File: src/sv/ketr_pkg.sv
// ----------------------------------------------------------------------------
// ketr_pkg
// Shared types, codes and helpers for the typematic key repeat block.
// ----------------------------------------------------------------------------
package ketr_pkg;

    // event kinds carried in a result beat
    localparam logic [2:0] KIND_PRESS    = 3'd0;
    localparam logic [2:0] KIND_RELEASE  = 3'd1;
    localparam logic [2:0] KIND_REPEAT   = 3'd2;
    localparam logic [2:0] KIND_MODIFIER = 3'd3;
    localparam logic [2:0] KIND_RAW      = 3'd4;

    // input operations
    localparam logic OP_KEY  = 1'b0;
    localparam logic OP_TICK = 1'b1;

    // key values from the device
    localparam logic [1:0] VAL_RELEASE = 2'd0;
    localparam logic [1:0] VAL_PRESS   = 2'd1;

    // keys that accelerate while repeating
    localparam logic [9:0] CODE_BACKSPACE = 10'd14;
    localparam logic [9:0] CODE_DELETE    = 10'd111;

    // configuration register indexes
    localparam int CFG_IDX_W = 3;
    localparam logic [CFG_IDX_W-1:0] CFG_INITIAL_DELAY = 3'd0;
    localparam logic [CFG_IDX_W-1:0] CFG_REPEAT_DELAY  = 3'd1;
    localparam logic [CFG_IDX_W-1:0] CFG_ACCEL_START   = 3'd2;
    localparam logic [CFG_IDX_W-1:0] CFG_ACCEL_STEP    = 3'd3;
    localparam logic [CFG_IDX_W-1:0] CFG_ACCEL_FLOOR   = 3'd4;

    // reset values of the configuration registers
    localparam logic [15:0] RST_INITIAL_DELAY = 16'd500;
    localparam logic [15:0] RST_REPEAT_DELAY  = 16'd60;
    localparam logic [15:0] RST_ACCEL_START   = 16'd50;
    localparam logic [7:0]  RST_ACCEL_STEP    = 8'd5;
    localparam logic [15:0] RST_ACCEL_FLOOR   = 16'd10;

    localparam logic [3:0]  COUNT_MAX   = 4'd15;
    localparam logic [15:0] ELAPSED_MAX = 16'hFFFF;

    typedef struct packed {
        logic       operation;
        logic [9:0] key_code;
        logic [1:0] key_value;
    } t_in;

    typedef struct packed {
        logic [2:0] event_kind;
        logic [9:0] code_out;
        logic       active;
        logic [1:0] raw_value;
        logic [3:0] modifier_mask;
        logic       last;
    } t_out;

    typedef struct packed {
        logic [15:0] initial_delay_ms;
        logic [15:0] repeat_delay_ms;
        logic [15:0] accel_start_ms;
        logic [7:0]  accel_step_ms;
        logic [15:0] accel_floor_ms;
    } t_cfg;

    // push request from the core into the result queue
    typedef struct packed {
        logic [1:0] count;
        t_out       res0;
        t_out       res1;
    } t_push;

    // modifier mask bit of a key code, zero for ordinary keys
    function automatic logic [3:0] modifier_of(input logic [9:0] code);
        logic [3:0] m;
        unique case (code)
            10'd42, 10'd54:   m = 4'b0001;
            10'd29, 10'd97:   m = 4'b0010;
            10'd56, 10'd100:  m = 4'b0100;
            10'd125, 10'd126: m = 4'b1000;
            default:          m = 4'b0000;
        endcase
        return m;
    endfunction

endpackage

File: src/sv/ketr_cfg.sv
// ----------------------------------------------------------------------------
// ketr_cfg
// Configuration register bank; writes to unknown indexes are dropped.
// ----------------------------------------------------------------------------
module ketr_cfg (
    input  logic                          i_clk,
    input  logic                          i_rst_n,
    input  logic                          i_cfg_valid,
    input  logic [ketr_pkg::CFG_IDX_W-1:0] i_cfg_index,
    input  logic [15:0]                   i_cfg_data,
    output logic                          o_cfg_ready,
    output ketr_pkg::t_cfg                o_cfg
);

    ketr_pkg::t_cfg r_cfg;

    assign o_cfg_ready = 1'b1;
    assign o_cfg       = r_cfg;

    // write the addressed register
    always_ff @(posedge i_clk) begin
        if (!i_rst_n) begin
            r_cfg.initial_delay_ms <= ketr_pkg::RST_INITIAL_DELAY;
            r_cfg.repeat_delay_ms  <= ketr_pkg::RST_REPEAT_DELAY;
            r_cfg.accel_start_ms   <= ketr_pkg::RST_ACCEL_START;
            r_cfg.accel_step_ms    <= ketr_pkg::RST_ACCEL_STEP;
            r_cfg.accel_floor_ms   <= ketr_pkg::RST_ACCEL_FLOOR;
        end else if (i_cfg_valid) begin
            unique case (i_cfg_index)
                ketr_pkg::CFG_INITIAL_DELAY: r_cfg.initial_delay_ms <= i_cfg_data;
                ketr_pkg::CFG_REPEAT_DELAY:  r_cfg.repeat_delay_ms  <= i_cfg_data;
                ketr_pkg::CFG_ACCEL_START:   r_cfg.accel_start_ms   <= i_cfg_data;
                ketr_pkg::CFG_ACCEL_STEP:    r_cfg.accel_step_ms    <= i_cfg_data[7:0];
                ketr_pkg::CFG_ACCEL_FLOOR:   r_cfg.accel_floor_ms   <= i_cfg_data;
                default: ;
            endcase
        end
    end

endmodule

File: src/sv/ketr_core.sv
// ----------------------------------------------------------------------------
// ketr_core
// Input register, repeat and modifier state, and result generation.
// ----------------------------------------------------------------------------
module ketr_core (
    input  logic           i_clk,
    input  logic           i_rst_n,
    input  logic           i_in_valid,
    input  ketr_pkg::t_in  i_in_data,
    output logic           o_in_stall,
    input  ketr_pkg::t_cfg i_cfg,
    input  logic           i_room,
    output ketr_pkg::t_push o_push
);

    logic          r_in_valid;
    ketr_pkg::t_in r_in;

    logic        r_armed,   n_armed;
    logic [9:0]  r_key,     n_key;
    logic [3:0]  r_count,   n_count;
    logic [15:0] r_elapsed, n_elapsed;
    logic [15:0] r_delay,   n_delay;
    logic [3:0]  r_mods,    n_mods;

    logic        fire;
    logic        accept;
    logic [15:0] el_inc;
    logic [15:0] limit;
    logic [3:0]  cnt_inc;
    logic [11:0] cut;
    logic [15:0] diff;
    logic [3:0]  mbit;

    assign fire       = r_in_valid & i_room;
    assign o_in_stall = r_in_valid & ~i_room;
    assign accept     = i_in_valid & ~o_in_stall;

    // hold one input beat until the queue has room for its results
    always_ff @(posedge i_clk) begin
        if (!i_rst_n) begin
            r_in_valid <= 1'b0;
        end else if (accept) begin
            r_in_valid <= 1'b1;
        end else if (fire) begin
            r_in_valid <= 1'b0;
        end
    end

    always_ff @(posedge i_clk) begin
        if (accept) begin
            r_in <= i_in_data;
        end
    end

    // tick arithmetic
    assign el_inc  = (r_elapsed == ketr_pkg::ELAPSED_MAX) ? r_elapsed : r_elapsed + 16'd1;
    assign limit   = (r_count == 4'd0) ? i_cfg.initial_delay_ms : r_delay;
    assign cnt_inc = (r_count == ketr_pkg::COUNT_MAX) ? r_count : r_count + 4'd1;
    assign cut     = 12'(cnt_inc) * 12'(i_cfg.accel_step_ms);
    assign diff    = ({4'b0, cut} >= i_cfg.accel_start_ms) ? 16'd0
                   : i_cfg.accel_start_ms - {4'b0, cut};
    assign mbit    = ketr_pkg::modifier_of(r_in.key_code);

    // next state and results of the registered beat
    always_comb begin
        n_armed   = r_armed;
        n_key     = r_key;
        n_count   = r_count;
        n_elapsed = r_elapsed;
        n_delay   = r_delay;
        n_mods    = r_mods;
        o_push    = '0;
        if (fire) begin
            if (r_in.operation == ketr_pkg::OP_TICK) begin
                if (r_armed) begin
                    if (el_inc >= limit) begin
                        n_elapsed = 16'd0;
                        n_count   = cnt_inc;
                        if (r_key == ketr_pkg::CODE_BACKSPACE ||
                            r_key == ketr_pkg::CODE_DELETE) begin
                            n_delay = (diff > i_cfg.accel_floor_ms) ? diff
                                    : i_cfg.accel_floor_ms;
                        end
                        o_push.count              = 2'd1;
                        o_push.res0.event_kind    = ketr_pkg::KIND_REPEAT;
                        o_push.res0.code_out      = r_key;
                        o_push.res0.active        = 1'b1;
                        o_push.res0.modifier_mask = r_mods;
                        o_push.res0.last          = 1'b1;
                    end else begin
                        n_elapsed = el_inc;
                    end
                end
            end else begin
                // release of the armed key disarms, modifiers included
                if (r_in.key_value == ketr_pkg::VAL_RELEASE && r_armed &&
                    r_key == r_in.key_code) begin
                    n_armed = 1'b0;
                    n_count = 4'd0;
                end
                if (mbit != 4'd0) begin
                    n_mods = (r_in.key_value != ketr_pkg::VAL_RELEASE) ? (r_mods | mbit)
                           : (r_mods & ~mbit);
                    o_push.count              = 2'd2;
                    o_push.res0.event_kind    = ketr_pkg::KIND_MODIFIER;
                    o_push.res0.code_out      = r_in.key_code;
                    o_push.res0.active        = (r_in.key_value != ketr_pkg::VAL_RELEASE);
                    o_push.res0.modifier_mask = n_mods;
                    o_push.res1.event_kind    = ketr_pkg::KIND_RAW;
                    o_push.res1.code_out      = r_in.key_code;
                    o_push.res1.raw_value     = r_in.key_value;
                    o_push.res1.modifier_mask = n_mods;
                    o_push.res1.last          = 1'b1;
                end else if (r_in.key_value == ketr_pkg::VAL_PRESS) begin
                    n_armed   = 1'b1;
                    n_key     = r_in.key_code;
                    n_count   = 4'd0;
                    n_elapsed = 16'd0;
                    n_delay   = i_cfg.repeat_delay_ms;
                    o_push.count              = 2'd1;
                    o_push.res0.event_kind    = ketr_pkg::KIND_PRESS;
                    o_push.res0.code_out      = r_in.key_code;
                    o_push.res0.active        = 1'b1;
                    o_push.res0.modifier_mask = r_mods;
                    o_push.res0.last          = 1'b1;
                end else if (r_in.key_value == ketr_pkg::VAL_RELEASE) begin
                    o_push.count              = 2'd1;
                    o_push.res0.event_kind    = ketr_pkg::KIND_RELEASE;
                    o_push.res0.code_out      = r_in.key_code;
                    o_push.res0.modifier_mask = r_mods;
                    o_push.res0.last          = 1'b1;
                end
            end
        end
    end

    // advance the repeat and modifier state
    always_ff @(posedge i_clk) begin
        if (!i_rst_n) begin
            r_armed   <= 1'b0;
            r_key     <= 10'd0;
            r_count   <= 4'd0;
            r_elapsed <= 16'd0;
            r_delay   <= ketr_pkg::RST_REPEAT_DELAY;
            r_mods    <= 4'd0;
        end else begin
            r_armed   <= n_armed;
            r_key     <= n_key;
            r_count   <= n_count;
            r_elapsed <= n_elapsed;
            r_delay   <= n_delay;
            r_mods    <= n_mods;
        end
    end

endmodule

File: src/sv/ketr_outq.sv
// ----------------------------------------------------------------------------
// ketr_outq
// Four-entry result queue: takes up to two results a cycle, gives one unless stalled.
// ----------------------------------------------------------------------------
module ketr_outq (
    input  logic            i_clk,
    input  logic            i_rst_n,
    input  ketr_pkg::t_push i_push,
    output logic            o_room,
    output logic            o_out_valid,
    output ketr_pkg::t_out  o_out_data,
    input  logic            i_out_stall
);

    ketr_pkg::t_out r_mem [4];
    logic [1:0] r_wp, r_rp;
    logic [2:0] r_cnt, n_cnt;
    logic       pop;
    logic [1:0] wp1;

    assign o_room      = (r_cnt < 3'd3);
    assign o_out_valid = (r_cnt != 3'd0);
    assign o_out_data  = r_mem[r_rp];
    assign pop         = o_out_valid & ~i_out_stall;
    assign wp1         = r_wp + 2'd1;
    assign n_cnt       = r_cnt + {1'b0, i_push.count} - {2'b0, pop};

    // store pushed results
    always_ff @(posedge i_clk) begin
        if (i_push.count != 2'd0) begin
            r_mem[r_wp] <= i_push.res0;
        end
        if (i_push.count == 2'd2) begin
            r_mem[wp1] <= i_push.res1;
        end
    end

    // advance pointers and fill count
    always_ff @(posedge i_clk) begin
        if (!i_rst_n) begin
            r_wp  <= 2'd0;
            r_rp  <= 2'd0;
            r_cnt <= 3'd0;
        end else begin
            r_wp  <= r_wp + i_push.count;
            r_rp  <= r_rp + {1'b0, pop};
            r_cnt <= n_cnt;
        end
    end

endmodule

File: src/sv/key_event_typematic_repeat.sv
// ----------------------------------------------------------------------------
// key_event_typematic_repeat
// Typematic auto-repeat engine with modifier tracking.
// ----------------------------------------------------------------------------
// One input beat is accepted per cycle unless stalled; its results are queued
// once the queue has room. Ordinary key events and ticks give at most one
// result and, unless the output stalls, sustain one item per cycle; a
// modifier event gives two results and the single-beat queue output sets the
// pace. Configuration writes are always ready and take effect the next cycle.
module key_event_typematic_repeat (
    input  logic                           i_clk,
    input  logic                           i_rst_n,
    input  logic                           i_in_valid,
    input  ketr_pkg::t_in                  i_in_data,
    output logic                           o_in_stall,
    output logic                           o_out_valid,
    output ketr_pkg::t_out                 o_out_data,
    input  logic                           i_out_stall,
    input  logic                           i_cfg_valid,
    input  logic [ketr_pkg::CFG_IDX_W-1:0] i_cfg_index,
    input  logic [15:0]                    i_cfg_data,
    output logic                           o_cfg_ready
);

    ketr_pkg::t_cfg  cfg;
    ketr_pkg::t_push push;
    logic            room;

    ketr_cfg u_cfg (
        .i_clk       (i_clk),
        .i_rst_n     (i_rst_n),
        .i_cfg_valid (i_cfg_valid),
        .i_cfg_index (i_cfg_index),
        .i_cfg_data  (i_cfg_data),
        .o_cfg_ready (o_cfg_ready),
        .o_cfg       (cfg)
    );

    ketr_core u_core (
        .i_clk      (i_clk),
        .i_rst_n    (i_rst_n),
        .i_in_valid (i_in_valid),
        .i_in_data  (i_in_data),
        .o_in_stall (o_in_stall),
        .i_cfg      (cfg),
        .i_room     (room),
        .o_push     (push)
    );

    ketr_outq u_outq (
        .i_clk       (i_clk),
        .i_rst_n     (i_rst_n),
        .i_push      (push),
        .o_room      (room),
        .o_out_valid (o_out_valid),
        .o_out_data  (o_out_data),
        .i_out_stall (i_out_stall)
    );

endmodule

File: config.mk
export PLATFORM = sky130hd
export DESIGN_NAME = key_event_typematic_repeat
export DESIGN_NICKNAME = d
export VERILOG_FILES = /design/src/sv/ketr_pkg.sv /design/src/sv/ketr_cfg.sv /design/src/sv/ketr_core.sv /design/src/sv/ketr_outq.sv /design/src/sv/key_event_typematic_repeat.sv
export SDC_FILE = /design/constraint.sdc
export NUM_CORES = 1
export LEC_CHECK = 0
export ABC_AREA = 1
export BUFFER_PORTS_ARGS = -buffer_cell sky130_fd_sc_hd__buf_2
export CORE_ASPECT_RATIO = 0.75
export CORE_MARGIN = 3
export CORE_UTILIZATION = 60
export CTS_BUF_LIST = sky130_fd_sc_hd__clkbuf_4
export DETAILED_ROUTE_END_ITERATION = 10
export PLACE_DENSITY = 0.85
export SYNTH_ARGS = -nofsm -noshare
export SYNTH_HDL_FRONTEND = slang
export SYNTH_SLANG_ARGS = --single-unit
File: constraint.sdc
create_clock -name i_clk -period 20.6 [get_ports i_clk]
set_input_delay 2.06 -clock i_clk [delete_from_list [all_inputs] [get_ports i_clk]]
set_output_delay 2.06 -clock i_clk [all_outputs]
set_load 0.1 [all_outputs]
==> reports/results.ini, run 1 <==
[synth]
ys_warn_count=0
ys_seq_area_frac=0.4011
yosys.area.top_type=dfxtp_1
post_synth_num_cell_types=47
synth_simple_gate_area_frac=0.2718
muxShareOfSynthArea=0.002965
syn_area_per_cell_um2=7.326
synth_top_family_by_area=simple AND/OR/NAND/NOR gates
synth_area_um2=13500
postSynth.asyncResetShare=0
ys_ff_latch=228
synth_compound_area_frac=0.1318
synthAdderAreaFrac=0.08377
synthFlopType=dfxtp_1
synth_top_area_frac=0.2120
synth_nets=1962
synth_xor_area_frac=0.02400
ys_top_cells_by_area=dfxtp_1 21%, edfxtp_1 19%, nand2_1 11%
synthesis.instances=1843
synth-edff-count=85

[critical_path]
cp.arrival_ps=8520
r2r-start=u_core.r_count[1]
crit_type=register to register
worst_setup_path_end_kind=register
crit_top_cell=nand2_1
critPathMaxFanout=28
crit_required_ps=21160
max_stage_delay_ps=740
crit_path_start_kind=register
rr_worst_depth=37
slowest_stage=nand2_1
startpoint=u_core.r_count[1]

[sta]
slew_violations=0
max_freq_mhz=125.6
tns_ps=0
slew_headroom=0.2418
hold_viol_final=0
worst_slew_pin_slew_ps=1134
clock_skew_ps=49.38
fin_ws_ps=12640
setup-violations-final=0
fin_crit_sh=0.3863
grt_setup_unrepaired=false
fin_crit_ps=7959

[routing]
viasPerCell=5.824
drt_iter0_markers=1711
wire_per_inst_um=16.82
post-route-drc-count=0
route.vias.total=12970
drt.antenna.violating_nets=0
first_pass_iters=5
totalWireLength_mm=37.45

[cts]
post_cts_resized=0
cts.sinks=228
ctsHtreeMaxLevel=2
clk_pin_slew_ps=70
clockBufferDepth=3
tritoncts=built
root_buffer=clkbuf_4
cts_hold_buf=0
insertion_delay_ps=700
cts_setup_buffers=0
cts_buffers=56

[grt]
grt_start_max_net_pins=97
grt_pass1_wl_mm=60.66
antenna_found_initial=1
gr-total-overflow=0
grt_use_total=0.3094
grt_pass1_vias=12000

[cells_and_area]
area_growth_pct=8.322
multi_input_area_um2=6948
final_area_um2=14630
layout.nets=2016
ff_latch_area_um2=5415
final_cell_mix=394 x nand2_1, 280 x nor2_1, 191 x inv_1
layout-drive-gt1-share=0.1017
final_common_cell=nand2_1
num-fill-cells=1851

[placement]
post-place-ws_ps=12880
routabilityCongestion=0.9965
port_buffers=59
dp_hpwl_mm=26.64
dpl-instance-area_um2=13880

[floorplan]
initial_utilization=0.6239
ioPinCount=61
die-width_um=179.2
die_area_um2=24360
fp.coreArea_um2=21640
die_h_um=135.9
rows=46

[status]
outcome=finished clean

[worst_hold_path]
min_from=u_outq.r_mem[2][19]
hp-class=register to register
whs_path_depth=2

[power_and_ir_drop]
cellLeakagePower_uw=0.006596
power_density_nw_per_um2=94.47
peakVddDrop_mv=0.08421

[job]
drv_cap=0

[cell families after synthesis]
| kind of cell | Yosys count |
|---|---|
| buffers and inverters | 278 |
| xor gates and xnor gates | 37 |
| muxes | 4 |
| AOI/OAI and AO/OA | 338 |
| DFF | 228 |
| and+or+nand+nor | 875 |
| other | 1 |
| adders and majority gates | 82 |
[registers in the layout (all words and copies together), names as in the netlist]
name               flops
u_core.r_armed         1
u_outq.r_wp            2
u_core.r_key          10
u_outq.r_mem          84
u_core.r_in_valid      1
u_core.r_in           13
u_outq.r_cnt           3
u_cfg.o_cfg           72
u_outq.r_rp            2
u_core.r_mods          4
u_core.r_delay        16
u_core.r_count         4
u_core.r_elapsed      16
[worst paths after layout]
path | end | slack (ps)
min | u_outq.r_mem[2][19] | 470
min reg2reg | u_outq.r_mem[2][19] | 470
max reg2reg | u_core.r_delay[3] | 12640
max | u_core.r_delay[3] | 12640
[area by class of cell]
class                           count  share of cell area
Antenna cell                        1           0.0001711
Clock buffer                       91             0.04671
Clock inverter                      8            0.004363
Inverter                          205             0.05347
Multi-Input combinational cell   1337              0.4751
Sequential cell                   228              0.3703
Tap cell                          288             0.02464
Timing Repair Buffer               69             0.02532
[report_power, final]
group / switching (µW) / internal, µW
Sequential: 12.9 / 483
Clock: 187 / 211
Combinational: 386 / 102
Total: 586 / 796
[metal layers]
layer | wire length (µm) | share of wire | GRT usage
met1 | 16910 | 0.45 | 0.4744
met2 | 15260 | 0.41 | 0.4321
met3 | 4417 | 0.12 | 0.07342
met4 | 859 | 0.023 | 0.08841
met5 | 0 | 0 | 0
[synth_stat cells, types with 4 or more instances]
cell	count
ha_1	68
nand3b_1	4
o211ai_1	4
buf_6	8
xor2_1	16
inv_1	191
nor3_1	10
mux2i_1	4
o31ai_1	4
xnor2_1	21
nand3_1	132
clkbuf_1	50
nor4_1	4
o21ai_1	7
o21ai_0	174
clkinv_1	4
inv_2	6
a21oi_1	114
nor2_1	280
a21oi_2	6
o22ai_1	21
fa_1	14
edfxtp_1	85
nand4_1	27
dfxtp_1	143
nand2_1	394
nand2_2	6
buf_2	9
[per-stage QoR]
step	total power, µW	cells	util	hold slack (ps)
2_1_floorplan	890.5	1843	-	429.2
3_3_place_gp	973.9	2127	0.6412	443.3
3_5_place_dp	983.5	2127	0.6412	450.4
4_1_cts	1378	2226	0.6757	464.8
5_1_grt	1449	2227	0.6758	484.3
6_report	1382	2227	0.6758	466.5
[worst max-delay path: cells and delay by family, from the launching register on]
kind	cells	cell delay, ps
AO/OA/AOI/OAI	3	820
adder cells (fa/ha/maj)	6	2320
buffers and inverters	3	280
flip-flops	1	370
AND/OR/NAND/NOR	25	4050
No activity file was read; power rests on OpenSTA's default activity.
==> run 2: changes to the inputs <==
==> constraint.sdc (replaced) <==
create_clock -name i_clk -period 7.65 [get_ports i_clk]
set_input_delay 0.765 -clock i_clk [delete_from_list [all_inputs] [get_ports i_clk]]
set_output_delay 0.765 -clock i_clk [all_outputs]
set_load 0.1 [all_outputs]
==> run 2 against run 1 <==
  * Clock-buffer cell count is 7 lower
  * Utilization is 0.087 points lower
  * Total power grew to 2.7 times the previous value
  * Critical path type unchanged
  * Critical endpoint unchanged
  * Highest routed layer unchanged
==> reports/results.ini, run 2 (synthesis results as in run 1) <==
[cells_and_area]
largest_reg_flops=84  ; unchanged
num-fill-cells=1850  ; -0.054%
largest_register=u_outq.r_mem
final_cell_mix=393 x nand2_1, 280 x nor2_1, 191 x inv_1
final_cells=2226  ; -0.045%
ff_latch_area_um2=5415  ; unchanged
multi_input_area_um2=6987  ; +0.56%
area_growth_pct=8.183
layout-drive-gt1-share=0.1007  ; -0.0009800
final_common_cell=nand2_1
layout.nets=2016  ; unchanged

[critical_path]
startpoint=u_core.r_count[1]
rrSetupSlack_ps=580  ; -12,060 ps
worst_setup_path_end_kind=register
worst-path-buf-inv=5  ; +2
crit_top_cell=nand2_1
crit_type=register to register
slowest_stage=fa_1
crit_family=simple AND/OR/NAND/NOR gates
max_stage_delay_ps=560  ; -180 ps
cp.depth=44  ; +19%
crit_required_ps=8250  ; -12,910 ps
r2r-end=u_core.r_delay[3]
r2r-start=u_core.r_count[1]
crit_path_start_kind=register
rr_worst_depth=44  ; +19%
cp.arrival_ps=7670  ; -850 ps
critPathMaxFanout=28  ; unchanged

[cts]
clockBufferDepth=3  ; unchanged
insertion_delay_ps=710  ; about the same
tritoncts=built
cts_buffers=55  ; -1.8%
cts.sinks=228  ; unchanged
root_buffer=clkbuf_4
cts_hold_buf=0  ; unchanged
ctsHtreeMaxLevel=2  ; unchanged
clk_pin_slew_ps=70  ; about the same

[sta]
clock_skew_ps=46.83  ; -2.551 ps
hold_viol_final=0  ; unchanged
max_freq_mhz=141.4  ; +13%
fin_crit_sh=0.9243  ; +0.5380
holdWs_ps=238.3  ; -228.2 ps
fin_crit_ps=7071  ; -887.7 ps
worst_slew_pin_slew_ps=1095  ; -38.86 ps
fin_ws_ps=578.9  ; -12,060 ps
slew_violations=0  ; unchanged
setup-violations-final=0  ; unchanged
slew_headroom=0.2678  ; +0.02598

[placement]
port_buffers=59  ; unchanged
routabilityCongestion=1.002  ; +0.59%
dp_hpwl_mm=26.64  ; about the same
post-place-ws_ps=255.7  ; -12,630 ps
dp.cells=2128  ; +0.047%

[floorplan]
ioPinCount=61  ; unchanged
die_h_um=135.9  ; unchanged
initial_utilization=0.6239  ; unchanged
die-width_um=179.2  ; unchanged
die_area_um2=24360  ; unchanged
fp.coreArea_um2=21640  ; unchanged
rows=46  ; unchanged

[power_and_ir_drop]
cellLeakagePower_uw=0.006567  ; -0.43%
power_density_nw_per_um2=250.7  ; +170%
peakVddDrop_mv=0.2264  ; +170%
total_power_uw=3662  ; +170%

[worst_hold_path]
hp-class=input port to register
whs_path_depth=1  ; -1
min_from=i_in_data[6]
holdPathEnd=u_core.r_in[6]

[grt]
grt_use_total=0.3101  ; +0.0007079
grt_pass1_wl_mm=60.30  ; -0.59%
grt_start_max_net_pins=64  ; -34%
antenna_found_initial=1  ; unchanged
grt_pass1_vias=11770  ; -1.9%
gr-total-overflow=0  ; unchanged

[status]
outcome=finished clean

[routing]
drt.antenna.violating_nets=0  ; unchanged
totalWireLength_mm=37.93  ; +1.3%
wire_per_inst_um=17.04  ; +1.3%
first_pass_iters=6  ; +1
drt_iter0_markers=1534  ; -10%
post-route-drc-count=0  ; unchanged
viasPerCell=5.796  ; -0.48%
route.vias.total=12900  ; -0.52%

[job]
drv_cap=0  ; unchanged

run 2: worst max path at each step:
stage | endpoint | slack [ps]
after detailed placement | u_core.r_delay[3] | 260
after CTS | u_core.r_delay[3] | 210
final | u_core.r_delay[3] | 580
after global placement | u_core.r_delay[3] | 660
after global routing | u_core.r_delay[6] | -30
after floorplan | u_core.r_delay[3] | 1100
run 2: what timing repair did:
item	4_1_cts	5_1_grt
buffers inserted	0	0
gates resized for setup	0	8
setup endpoints to repair	0	16
run 2: cell type report:
| cell class | count | area share |
|---|---|---|
| tap | 288 | 0.02467 |
| sequential | 228 | 0.3707 |
| clock inverter | 13 | 0.003512 |
| inverter | 205 | 0.05354 |
| multi-input combinational | 1337 | 0.4783 |
| timing repair buffer | 70 | 0.02587 |
| antenna | 1 | 0.0001713 |
| clock buffer | 84 | 0.04317 |
run 2: routing by layer:
layer,vias to the layer above,global-route usage,part of all wire
li1,6177,-,-
met1,5874,0.4676,0.44
met2,764,0.4420,0.41
met3,86,0.07286,0.12
met4,0,0.09099,0.022
met5,-,0,0
run 2: worst register-to-register path: cells and delay by family, from the launching register on:
family | cells | cell delay [ps]
AND/OR/NAND/NOR | 29 | 2900
buffers and inverters | 5 | 650
adder cells (fa/ha/maj) | 6 | 2280
AO/OA/AOI/OAI | 4 | 690
flip-flops | 1 | 430
run 2: power by group:
part	internal, µW	switching, µW	leakage, µW
clock	497	512	0.000412
sequential	1300	34.9	0.00195
combinational	278	1040	0.00421
total	2070	1590	0.00657
run 2: per-stage QoR:
step	util	setup TNS, ps	area (µm²)
final	0.6750	0	14610
after global routing	0.6750	-64.76	14610
after CTS	0.6730	0	14570
after detailed placement	0.6415	0	13880
after global placement	0.6415	0	13880
after floorplan	-	0	13500
==> run 3: changes to the inputs <==
--- a/config.mk
+++ b/config.mk
@@ -7,12 +7,12 @@
 export LEC_CHECK = 0
 export ABC_AREA = 1
 export BUFFER_PORTS_ARGS = -buffer_cell sky130_fd_sc_hd__buf_2
-export CORE_ASPECT_RATIO = 0.75
 export CORE_MARGIN = 3
 export CORE_UTILIZATION = 60
 export CTS_BUF_LIST = sky130_fd_sc_hd__clkbuf_4
 export DETAILED_ROUTE_END_ITERATION = 10
 export PLACE_DENSITY = 0.85
+export RECOVER_POWER = 25
 export SYNTH_ARGS = -nofsm -noshare
 export SYNTH_HDL_FRONTEND = slang
 export SYNTH_SLANG_ARGS = --single-unit
==> run 3 against run 2 <==
  * The run now ends with max-capacitance violations, max-slew violations left
  * Combinational power hardly changed
  * Non-clock buffer count is 1 higher
  * Critical path depth is 6 lower
  * Critical path type unchanged
  * Cell area is 0.28% higher
  * Clock skew is 66 ps higher
  * Hold slack worse by 43 ps
  * Sequential share of layout area is 0.10 points lower
  * Global-route usage is 1.9 points lower
  * Wire length is 6.0% lower
  * Clock-buffer cell count is 5 higher
  * Utilization is 0.79 points lower
==> reports/results.ini, run 3 (synthesis results as in run 1) <==
[sta]
setup-violations-final=0  ; unchanged
slew_headroom=-0.5265  ; -0.7942
slew_violations=145  ; +145
fin_crit_ps=7123  ; +52.14 ps
hold_viol_final=0  ; unchanged
worst_slew_pin_slew_ps=2290  ; +1194 ps
tns_ps=0  ; unchanged
clock_skew_ps=113.2  ; +66.35 ps
max_freq_mhz=140.4  ; -0.73%
fin_crit_sh=0.9311  ; +0.006816

[cells_and_area]
largest_register=u_outq.r_mem
final_cells=2230  ; +0.18%
largest_reg_flops=84  ; unchanged
layout.nets=2021  ; +0.25%
area_growth_pct=8.489
final_common_cell=nand2_1
final_area_um2=14650  ; +0.28%
final_cell_mix=393 x nand2_1, 280 x nor2_1, 191 x inv_1
layout-drive-gt1-share=0.1001  ; -0.0006198

[grt]
gr-total-overflow=0  ; unchanged
grt_pass1_vias=11850  ; +0.65%
grt_pass1_wl_mm=57.65  ; -4.4%
grt_use_total=0.2912  ; -0.01896
antenna_found_initial=2  ; +1
grt_start_max_net_pins=61  ; -4.7%

[critical_path]
crit_required_ps=8190  ; -60 ps
cp.arrival_ps=7670  ; about the same
crit_path_start_kind=register
startpoint=u_core.r_count[1]
crit_type=register to register
crit_top_cell=nand2_1
max_stage_delay_ps=550  ; about the same
rrSetupSlack_ps=530  ; -50 ps
r2r-start=u_core.r_count[1]
critPathMaxFanout=16  ; -43%
r2r-end=u_core.r_delay[14]
slowest_stage=fa_1
rr_worst_depth=38  ; -14%
worst_setup_path_end_kind=register

[cts]
tritoncts=built
post_cts_resized=0  ; unchanged
insertion_delay_ps=760  ; +50 ps
cts_setup_buffers=0  ; unchanged
clk_pin_slew_ps=70  ; about the same
cts_hold_buf=0  ; unchanged
cts_buffers=59  ; +7.3%
ctsHtreeMaxLevel=2  ; unchanged
cts.sinks=228  ; unchanged
clockBufferDepth=3  ; unchanged
root_buffer=clkbuf_4

[worst_hold_path]
whs_path_depth=1  ; unchanged
hp-class=input port to register
holdPathEnd=u_core.r_in[0]
min_from=i_in_data[0]

[routing]
wire_per_inst_um=15.99  ; -6.1%
route.vias.total=12620  ; -2.2%
drt.antenna.violating_nets=0  ; unchanged
viasPerCell=5.661  ; -2.3%
drt_iter0_markers=1312  ; -14%
post-route-drc-count=0  ; unchanged
first_pass_iters=5  ; -1
totalWireLength_mm=35.66  ; -6.0%

[floorplan]
die_h_um=156.0  ; +15%
initial_utilization=0.6149  ; -0.009030
die_area_um2=24340  ; about the same
die-width_um=156.0  ; -13%
rows=54  ; +17%
ioPinCount=61  ; unchanged
fp.coreArea_um2=21960  ; +1.5%

[placement]
dp.cells=2121  ; -0.33%
dp_hpwl_mm=25.30  ; -5.0%
routabilityCongestion=0.9604  ; -4.2%
dpl-instance-area_um2=13880  ; about the same
port_buffers=59  ; unchanged

[power_and_ir_drop]
combPwrFrac=0.354  ; -0.006
p_switching_uw=1576  ; -0.73%
power_switching_share=0.4265  ; -0.006933
internal_power_uw=2119  ; +2.1%
cellLeakagePower_uw=0.006590  ; +0.34%
total_power_uw=3694  ; +0.88%
peakVddDrop_mv=0.2074  ; -8.4%
power_density_nw_per_um2=252.2  ; +0.60%
p_clk_frac=0.286  ; +0.011
power_frac_seq=0.360  ; -0.005

[status]
violations=max-capacitance violations, max-slew violations
outcome=complete, but fails checks

[job]
drv_cap=3  ; +3

-- run 3: cell count changes in the layout (fill, tap and decap cells not counted), sizes merged --
| cell | delta |
|---|---|
| buf | -5 |
| clkbuf | +11 |
| inv | +3 |
| clkinv | +3 |
-- run 3: metrics by stage --
| stage | util | worst slack, ps | hold slack (ps) |
|---|---|---|---|
| after floorplan | - | 1099 | 429.2 |
| after global placement | 0.6321 | 727.3 | 444.0 |
| after detailed placement | 0.6321 | 416.7 | 452.3 |
| after CTS | 0.6668 | 287.8 | 155.6 |
| after global routing | 0.6671 | -20.17 | 156.4 |
| final | 0.6671 | 526.8 | 195.2 |
-- run 3: power groups by stage --
stage	clock, µW	sequential [µW]	combinational, µW
2_1_floorplan	0	1350	1050
3_3_place_gp	0	1360	1270
3_5_place_dp	0	1360	1290
4_1_cts	1070	1330	1300
5_1_grt	1140	1340	1410
6_report	1060	1330	1310
-- run 3: worst max-delay path by stage --
stage / to / slack (ps) / depth (start not counted)
floorplan: u_core.r_delay[3] / 1100 / 38
global placement: u_core.r_delay[11] / 730 / 38
detailed placement: u_core.r_delay[14] / 420 / 38
CTS: u_core.r_delay[14] / 290 / 38
global route: u_core.r_delay[14] / -20 / 38
finish: u_core.r_delay[14] / 530 / 38
-- run 3: area by class of cell --
cell class	count	area, µm²
diodes	1	2.502
clock buffers	89	668.1
clock inverters	19	92.59
fillers	1910	7311
inverters	205	782.0
multi-input cells	1337	6972
flip-flops and latches	228	5415
well taps	280	350.3
repair buffers	71	365.4
-- run 3: metal layers --
layer / global-route usage / share of wire / vias to the layer above
met1: 0.4067 / 0.43 / 5740
met4: 0.09167 / 0.022 / 2
met2: 0.4544 / 0.44 / 584
met5: 0 / 0.0011 / -
li1: - / - / 6219
met3: 0.06408 / 0.11 / 78
-- run 3: worst max-delay path: cells and delay by family, from the launching register on --
| family | cells | cell delay (ps) |
|---|---|---|
| AND/OR/NAND/NOR | 25 | 3110 |
| adder cells (fa/ha/maj) | 6 | 2300 |
| AO/OA/AOI/OAI | 3 | 590 |
| buffers and inverters | 4 | 510 |
| flip-flops | 1 | 410 |
